$ cat config.mk
export PLATFORM = sky130hd
export DESIGN_NAME = tcw_ctrl
export DESIGN_NICKNAME = d
export VERILOG_FILES = /design/src/sv/tcw_pkg.sv /design/src/sv/tcw_ctrl.sv
export VERILOG_INCLUDE_DIRS = /design/src /design/src/sv
export SDC_FILE = /design/constraint.sdc
export NUM_CORES = 1
export LEC_CHECK = 0
export ABC_AREA = 0
export BUFFER_PORTS_ARGS = -buffer_cell sky130_fd_sc_hd__buf_4
export CORE_UTILIZATION = 30
export DETAILED_ROUTE_END_ITERATION = 8
export PLACE_DENSITY_LB_ADDON = 0.2
export SLEW_MARGIN = 0
export SYNTH_ARGS = -nofsm -noshare
export SYNTH_HDL_FRONTEND = slang
export SYNTH_SLANG_ARGS = --single-unit
$ cat constraint.sdc
create_clock -name clk -period 7.2 [get_ports clk]
set_input_delay 0.36 -clock clk [delete_from_list [all_inputs] [get_ports clk]]
set_output_delay 0.36 -clock clk [all_outputs]
set_load 0.02 [all_outputs]
$ cat src/sv/text_console_writer_defines.svh
// Assertion macros shared by the text console writer RTL
`ifndef TEXT_CONSOLE_WRITER_DEFINES_SVH
`define TEXT_CONSOLE_WRITER_DEFINES_SVH
`ifndef SYNTHESIS
`define TCW_ASSERT(lbl, clk, rst, prop, msg) \
  lbl: assert property (@(posedge clk) disable iff (rst) prop) else $error(msg);
`define TCW_ASSERT_ALWAYS(lbl, clk, prop, msg) \
  lbl: assert property (@(posedge clk) prop) else $error(msg);
`else
`define TCW_ASSERT(lbl, clk, rst, prop, msg)
`define TCW_ASSERT_ALWAYS(lbl, clk, prop, msg)
`endif
`endif

$ cat src/sv/tcw_pkg.sv
// Types and constants shared by the text console writer modules
package tcw_pkg;

  localparam int MAX_COLS_DEF = 128;
  localparam int MAX_ROWS_DEF = 32;

  localparam logic [7:0] COLS_RST = 8'd80;
  localparam logic [5:0] ROWS_RST = 6'd25;
  localparam logic [7:0] FG_RST   = 8'h00;
  localparam logic [7:0] BG_RST   = 8'h0f;

  localparam logic [7:0] CHAR_NL    = 8'd10;
  localparam logic [7:0] CHAR_TAB   = 8'd9;
  localparam logic [7:0] CHAR_SPACE = 8'd32;
  localparam logic [7:0] CHAR_BLANK = 8'd0;

  localparam int CFG_IDX_W = 2;

  typedef enum logic [CFG_IDX_W-1:0] {
    REG_COLS,
    REG_ROWS,
    REG_FG,
    REG_BG
  } cfg_reg_t;

  typedef enum logic [2:0] {
    MODE_WRITE,
    MODE_CLEAR,
    MODE_CLEAR_LINE,
    MODE_SCROLL,
    MODE_SET_CURSOR,
    MODE_READ
  } mode_t;

  typedef struct packed {
    logic [7:0] cols;
    logic [5:0] rows;
    logic [7:0] fg;
    logic [7:0] bg;
  } cfg_t;

  typedef struct packed {
    logic [7:0] ch;
    logic [7:0] fg;
    logic [7:0] bg;
  } cell_t;

  typedef enum logic [2:0] {
    ST_IDLE,
    ST_PUT1,
    ST_PUT2,
    ST_CPY_RD,
    ST_CPY_WR,
    ST_BLANK,
    ST_RESP
  } state_t;

endpackage

$ cat src/sv/tcw_ctrl.sv
// Command sequencer: cursor, row and column counters and cell store address generation
`include "text_console_writer_defines.svh"
module tcw_ctrl import tcw_pkg::*; #(
  parameter int MAX_COLS = MAX_COLS_DEF,
  parameter int MAX_ROWS = MAX_ROWS_DEF,
  parameter int AW       = $clog2(MAX_COLS_DEF * MAX_ROWS_DEF)
) (
  input  logic          clk,
  input  logic          rst,
  input  logic          start,
  input  logic [2:0]    mode,
  input  logic [7:0]    char_code,
  input  logic [5:0]    line_count,
  input  logic [6:0]    col,
  input  logic [4:0]    row,
  output logic          busy,
  output logic          done,
  output logic [6:0]    cursor_col,
  output logic [4:0]    cursor_row,
  output logic [7:0]    cell_char,
  output logic [7:0]    cell_fg,
  output logic [7:0]    cell_bg,
  input  cfg_t          cfg,
  output logic          mem_we,
  output logic [AW-1:0] mem_waddr,
  output cell_t         mem_wdata,
  output logic          mem_re,
  output logic [AW-1:0] mem_raddr,
  input  cell_t         mem_rdata
);

  localparam int CW    = $clog2(MAX_COLS);
  localparam int RW    = $clog2(MAX_ROWS);
  localparam int DEPTH = MAX_COLS * MAX_ROWS;

  function automatic logic [AW-1:0] cell_addr(input logic [RW-1:0] r, input logic [CW-1:0] c);
    cell_addr = AW'(r) * AW'(MAX_COLS) + AW'(c);
  endfunction

  state_t        state, state_next, after_put, after_put_next;
  logic [CW-1:0] cur_c, cur_c_next, cc, cc_next, wr_c, wr_c_next;
  logic [RW-1:0] cur_r, cur_r_next, rc, rc_next, last, last_next;
  logic [RW-1:0] nsh, nsh_next, wr_r, wr_r_next, src_r;
  logic [7:0]    wr_ch, wr_ch_next;
  logic          tab2, tab2_next, rd_mode, rd_mode_next;

  logic [CW-1:0] wm1, cx, ic;
  logic [RW-1:0] hm1, cy, ir;
  logic [CW:0]   nc;
  logic          is_nl, is_tab, wrap, at_bottom;
  cell_t         blank_cell, put_cell;

  always_comb begin
    if (cfg.cols == '0) begin
      wm1 = '0;
    end else if (9'(cfg.cols) > 9'(MAX_COLS)) begin
      wm1 = CW'(MAX_COLS - 1);
    end else begin
      wm1 = CW'(cfg.cols - 8'd1);
    end
    if (cfg.rows == '0) begin
      hm1 = '0;
    end else if (7'(cfg.rows) > 7'(MAX_ROWS)) begin
      hm1 = RW'(MAX_ROWS - 1);
    end else begin
      hm1 = RW'(cfg.rows - 6'd1);
    end
  end

  assign cx        = (cur_c > wm1) ? wm1 : cur_c;
  assign cy        = (cur_r > hm1) ? hm1 : cur_r;
  assign ic        = (9'(col) > 9'(wm1)) ? wm1 : CW'(col);
  assign ir        = (7'(row) > 7'(hm1)) ? hm1 : RW'(row);
  assign is_nl     = (char_code == CHAR_NL);
  assign is_tab    = (char_code == CHAR_TAB);
  assign nc        = {1'b0, cx} + (is_tab ? (CW+1)'(2) : (CW+1)'(1));
  assign wrap      = is_nl || (nc > {1'b0, wm1});
  assign at_bottom = (cy == hm1);
  assign src_r     = rc + nsh;
  assign blank_cell = '{ch: CHAR_BLANK, fg: cfg.fg, bg: cfg.bg};
  assign put_cell   = '{ch: wr_ch, fg: cfg.fg, bg: cfg.bg};

  always_comb begin
    state_next     = state;
    after_put_next = after_put;
    cur_c_next     = cur_c;
    cur_r_next     = cur_r;
    cc_next        = cc;
    rc_next        = rc;
    last_next      = last;
    nsh_next       = nsh;
    wr_c_next      = wr_c;
    wr_r_next      = wr_r;
    wr_ch_next     = wr_ch;
    tab2_next      = tab2;
    rd_mode_next   = rd_mode;
    mem_we         = 1'b0;
    mem_waddr      = cell_addr(rc, cc);
    mem_wdata      = blank_cell;
    mem_re         = 1'b0;
    mem_raddr      = cell_addr(src_r, cc);
    done           = 1'b0;
    unique case (state)
      ST_IDLE: begin
        if (start) begin
          cur_c_next   = cx;
          cur_r_next   = cy;
          rd_mode_next = 1'b0;
          rc_next      = '0;
          cc_next      = '0;
          last_next    = hm1;
          state_next   = ST_RESP;
          unique case (mode)
            MODE_WRITE: begin
              wr_c_next  = cx;
              wr_r_next  = cy;
              wr_ch_next = is_tab ? CHAR_SPACE : char_code;
              tab2_next  = is_tab && (cx != wm1);
              if (wrap) begin
                cur_c_next = '0;
                cur_r_next = at_bottom ? cy : cy + RW'(1);
              end else begin
                cur_c_next = CW'(nc);
              end
              nsh_next = RW'(1);
              if (wrap && at_bottom) begin
                after_put_next = (hm1 == '0) ? ST_BLANK : ST_CPY_RD;
              end else begin
                after_put_next = ST_RESP;
              end
              if (is_nl) begin
                state_next = (wrap && at_bottom) ?
                             ((hm1 == '0) ? ST_BLANK : ST_CPY_RD) : ST_RESP;
              end else begin
                state_next = ST_PUT1;
              end
            end
            MODE_CLEAR: begin
              state_next = ST_BLANK;
            end
            MODE_CLEAR_LINE: begin
              if (7'(line_count) <= 7'(hm1)) begin
                rc_next    = RW'(line_count);
                last_next  = RW'(line_count);
                state_next = ST_BLANK;
              end
            end
            MODE_SCROLL: begin
              if (line_count == '0) begin
                state_next = ST_RESP;
              end else if (7'(line_count) > 7'(hm1)) begin
                state_next = ST_BLANK;
              end else begin
                nsh_next   = RW'(line_count);
                state_next = ST_CPY_RD;
              end
            end
            MODE_SET_CURSOR: begin
              cur_c_next = ic;
              cur_r_next = ir;
            end
            MODE_READ: begin
              rd_mode_next = 1'b1;
              mem_re       = 1'b1;
              mem_raddr    = cell_addr(ir, ic);
            end
            default: begin
              state_next = ST_RESP;
            end
          endcase
        end
      end
      ST_PUT1: begin
        mem_we     = 1'b1;
        mem_waddr  = cell_addr(wr_r, wr_c);
        mem_wdata  = put_cell;
        state_next = tab2 ? ST_PUT2 : after_put;
      end
      ST_PUT2: begin
        mem_we     = 1'b1;
        mem_waddr  = cell_addr(wr_r, wr_c + CW'(1));
        mem_wdata  = put_cell;
        state_next = after_put;
      end
      ST_CPY_RD: begin
        mem_re     = 1'b1;
        state_next = ST_CPY_WR;
      end
      ST_CPY_WR: begin
        mem_we     = 1'b1;
        mem_wdata  = mem_rdata;
        state_next = ST_CPY_RD;
        if (cc == wm1) begin
          cc_next = '0;
          rc_next = rc + RW'(1);
          if (src_r == hm1) begin
            last_next  = hm1;
            state_next = ST_BLANK;
          end
        end else begin
          cc_next = cc + CW'(1);
        end
      end
      ST_BLANK: begin
        mem_we = 1'b1;
        if (cc == wm1) begin
          cc_next = '0;
          if (rc == last) begin
            state_next = ST_RESP;
          end else begin
            rc_next = rc + RW'(1);
          end
        end else begin
          cc_next = cc + CW'(1);
        end
      end
      ST_RESP: begin
        done       = 1'b1;
        state_next = ST_IDLE;
      end
      default: begin
        state_next = ST_IDLE;
      end
    endcase
  end

  always_ff @(posedge clk) begin
    if (rst) begin
      state <= ST_IDLE;
      cur_c <= '0;
      cur_r <= '0;
    end else begin
      state <= state_next;
      cur_c <= cur_c_next;
      cur_r <= cur_r_next;
    end
  end

  always_ff @(posedge clk) begin
    after_put <= after_put_next;
    cc        <= cc_next;
    rc        <= rc_next;
    last      <= last_next;
    nsh       <= nsh_next;
    wr_c      <= wr_c_next;
    wr_r      <= wr_r_next;
    wr_ch     <= wr_ch_next;
    tab2      <= tab2_next;
    rd_mode   <= rd_mode_next;
  end

  assign busy       = (state != ST_IDLE);
  assign cursor_col = 7'(cur_c);
  assign cursor_row = 5'(cur_r);
  assign cell_char  = rd_mode ? mem_rdata.ch : '0;
  assign cell_fg    = rd_mode ? mem_rdata.fg : '0;
  assign cell_bg    = rd_mode ? mem_rdata.bg : '0;

  `TCW_ASSERT(a_done_then_idle, clk, rst, done |=> !busy, "busy after result beat")
  `TCW_ASSERT(a_waddr_range, clk, rst, mem_we |-> (32'(mem_waddr) < 32'(DEPTH)), "write outside store")
  `TCW_ASSERT(a_cursor_in_window, clk, rst, done |-> (cur_c <= wm1 && cur_r <= hm1), "cursor outside window")
  `TCW_ASSERT(a_copy_src_in_window, clk, rst, (state == ST_CPY_RD) |-> (src_r <= hm1), "scroll source row outside window")

endmodule

==> metrics.md <==
| Metric | Value |
|---|---|
| Status | finished clean |
| Dominant synthesized flop cell | edfxtp_1 |
| Hold-fix buffers, CTS | 0 |
| Mapped Cells | 746 |
| Port Buffers | 173 |
| CP required | between 7 and 8 ns |
| Starting density of the core | 30.8% |
| CP startpoint kind | input port |
| Final setup TNS | 0 ns |
| RSZ-0062 raised after global routing | no |
| Psw | 1.37 mW |
| Ports | 174 |
| Pint | 1.55 mW |
| Hold EP | wr_ch[4]$_SDFFCE_PP0P_ |
| FF-to-FF path depth | 16 |
| R2R Path End | cursor_col[3]$_SDFFE_PP0P_ |
| Switching Share | between 40 and 50% |
| Hold Violations, Final | 0 |
| Worst path arrival time | 6.51 ns |
| TritonCTS Buffers | 9 |
| Root buffer cell | clkbuf_16 |
| Largest family of logic cells by synthesized area | simple AND/OR/NAND/NOR gates |
| Vias per cell | between 5 and 6 |
| Logic pwr share | 60.3% |
| Flop pwr share | 23.8% |
| # diodes | 0 |
| Worst IR drop on VDD | 0.000130 V |
| Seq/Total Area, Yosys | between 20% and 30% |
| Post-synthesis cell area | 6300 µm² |
| Die H | around 150 µm |
| Overall Global Routing Usage | 19.3% |
| Kind of critical path | in -> reg |
| Vias after detailed routing | 6181 |
| Share of cells above drive strength 1 | 27.0% |
| Vias in the first global route | 5833 |
| CTS sink count | 62 |
| Post-synthesis xor/xnor area fraction | between 7 and 8% |
| Nets | 1036 |
| PwrDens | 358 nW/µm² |
| First-pass GRT wire length | 32.5 mm |
| Ranking of synthesized cells by area | edfxtp_1 (22%), ha_1 (9.9%), xnor2_1 (5.0%) |
| Synth Net Count | between 800 and 900 |
| Post-route ant nets | 0 |
| Crit end category | flop |
| Final setup viols | 0 |
| Largest area contributor in the netlist | edfxtp_1 |
| Routed WL per cell | about 18 µm |
| Cell row count | 52 |
| Setup Skew | 0.00550 ns |
| Die area | 21600 µm² |
| Crit-path max cell delay | 0.58 ns |
| Post-synthesis register bit count | 62 |
| Post-Layout Cell Count | 1173 |
| Post-synthesis mux area share | 7.43% |
| Leak Pwr | 3.57 nW |
| YS warnings | 0 |
| Tightest Hold Check Type | in -> reg |
| Post-DP HPWL | 16.7 mm |
| Worst-path maximum fanout | 10 |
| Async SR Flop Fraction | 0% |
| Final WL | 21.0 mm |
| Worst-path clk slew | around 0.050 ns |
| FF-to-FF setup slack | between 1.5 and 2 ns |
| Fmax | around 0.16 GHz |
| Top cell type's share of synthesized area | between 20 and 25% |
| Worst Hold Launch | char_code[4] |
| Synth Area in Compound Gates | 21.0% |
| Syn Area/Cell | 8.44 µm² |
| Cells along the critical path | buf_4, inv_1, ha_1, nor3b_1, nand2_1, maj3_1, ha_1, nand3b_1, a21oi_1, o21ai_2, buf_4, nand2_1, o21ai_0, fa_1, and3_1, a32oi_1, xnor2_1, ha_1, a2111oi_0, o211a_1, o21ai_1, nor3_1, nand2_1, a311oi_1 |
| Final Max Tran Viols | 0 |
| Commonest non-fill, non-tap cell in the layout | buf_4 |
| Initial DRT Pass Iterations | 5 |
| Routability cong. | 0.826 |
| Maximum root-to-sink buffer count | 2 |
| Period utilisation layout | 87.0% |
| Critical-path top delay cell | fa_1 |
| Worst R2R Start | cursor_col[5]$_SDFFE_PP0P_ |
| Initial antenna violation count | 0 |
| # H-tree levels | 3 |
| DRC Markers | 0 |
| Largest net degree at the start of global routing | 27 |
| Clock Power Share | 16.0% |
| Clock latency on the worst-skew pair | ~0.34 ns |
| Area growth from synthesis to layout | 29.4% |
| CTS tree | done |
| Max cap viols | 0 |
| Distinct cells, synth | 76 |
| Grt total ovfl | 0 |
| Inst Count DP | 1157 |
| Iter 0 DRT Violations | approximately 440 |
| Design area | about 8200 µm² |
| Std-Cell Core Area | 20400 µm² |
| Post-CTS Setup Bufs | 0 |
| Slew @ Worst Pin | 1.07 ns |
| Synth Area in Simple Gates | 21.0% |
| Resize count post-CTS | 0 |
| Post-DP Area | 7840 µm² |
| Hold path depth | 1 |
| Adder-Cell Fraction of Synth Area | 10.9% |
| Fin crit period | between 6 and 7 ns |
| Relative slew margins | between 20 and 30% |
| Commonest non-fill, non-tap cells in the layout | buf_4 (179), nor2_1 (57), nand2_1 (56), ha_1 (50), inv_1 (48) |
| Die Wd | 147 µm |
| EDFF count, synth | 47 |
## metrics by stage
stage	utilization [%]	hold slack [ns]	total power, mW	worst slack, ns
after global placement	38.4	0.524	2.46	0.869
after global routing	39.9	0.205	3.12	0.415
after floorplan	-	0.527	1.79	1.52
after detailed placement	38.4	0.535	2.46	0.797
after CTS	39.9	0.200	2.94	1.05
final	39.9	0.211	2.92	0.938
## synthesized netlist by cell type, types with 6 or more instances
master     n
nor2_1    59
nand2_1   56
ha_1      50
inv_1     48
edfxtp_1  47
o21ai_0   42
a21oi_1   38
xnor2_1   36
clkbuf_1  35
and2_1    33
nand3_1   26
mux2_2    24
o22ai_1   18
mux2i_1   17
nor3_1    16
xor2_1    16
dfxtp_1   15
a22o_1    10
and3_1     9
nor2b_1    8
a21o_1     7
nand2b_1   7
nand4_1    6
o211ai_1   6
o221ai_1   6
## area by class of cell
cell class / count / area (µm²)
Sequential cell: 62 / 1710
Clock inverter: 7 / 88.8
Inverter: 50 / 188
Tap cell: 270 / 338
Clock buffer: 9 / 225
Fill cell: 2087 / 12300
Timing Repair Buffer: 179 / 1340
Multi-Input combinational cell: 596 / 4260
## metal layers
layer  global-route usage [%]  part of all wire [%]  vias to the layer above
met3                     2.76                   5.6                       23
met2                     33.0                    47                      230
met4                     5.88                   1.9                        0
met5                        0                     0                        -
met1                     25.0                    45                     2874
li1                         -                     -                     3054
## worst max path at each step
stage | startpoint | to | slack (ns)
finish | cfg[22] | cursor_col[3]$_SDFFE_PP0P_ | 0.94
floorplan | cfg[22] | cursor_row[1]$_SDFFE_PP0P_ | 1.52
CTS | cfg[22] | cursor_col[0]$_SDFFE_PP0P_ | 1.05
global route | cfg[22] | cursor_col[3]$_SDFFE_PP0P_ | 0.42
global placement | cfg[22] | cursor_col[3]$_SDFFE_PP0P_ | 0.87
detailed placement | cfg[22] | cursor_col[0]$_SDFFE_PP0P_ | 0.80
## sequential cells by signal, indices dropped and copies added (netlist names)
register,flops
after_put,3
cursor_col,7
nsh,5
tab2,1
rc,5
wr_ch,8
cc,7
last,5
wr_c,7
wr_r,5
cursor_row,5
state,3
rd_mode,1
## worst max-delay path, delay by kind of cell
family	cells	cell delay (ns)
buf+inv	3	0.42
compound gates	8	1.90
fa+ha+maj	5	1.87
xor+xnor	1	0.20
simple gates	7	1.75
## power groups by stage
stage | logic (mW) | registers, mW | clock network (mW)
floorplan | 1.18 | 0.611 | 0
global placement | 1.76 | 0.703 | 0
detailed placement | 1.76 | 0.700 | 0
CTS | 1.77 | 0.695 | 0.471
global route | 1.92 | 0.716 | 0.488
finish | 1.76 | 0.694 | 0.467
## cell families (layout without fill, tap and decap cells)
logic type                 after synthesis  count (layout)
DFF                                     62              62
adders and majority gates               54              54
buffers and inverters                   88             245
xor gates and xnor gates                52              52
and+or+nand+nor                        256             256
AOI/OAI and AO/OA                      191             191
muxes                                   43              43
Power figures use the tool's default switching activity.
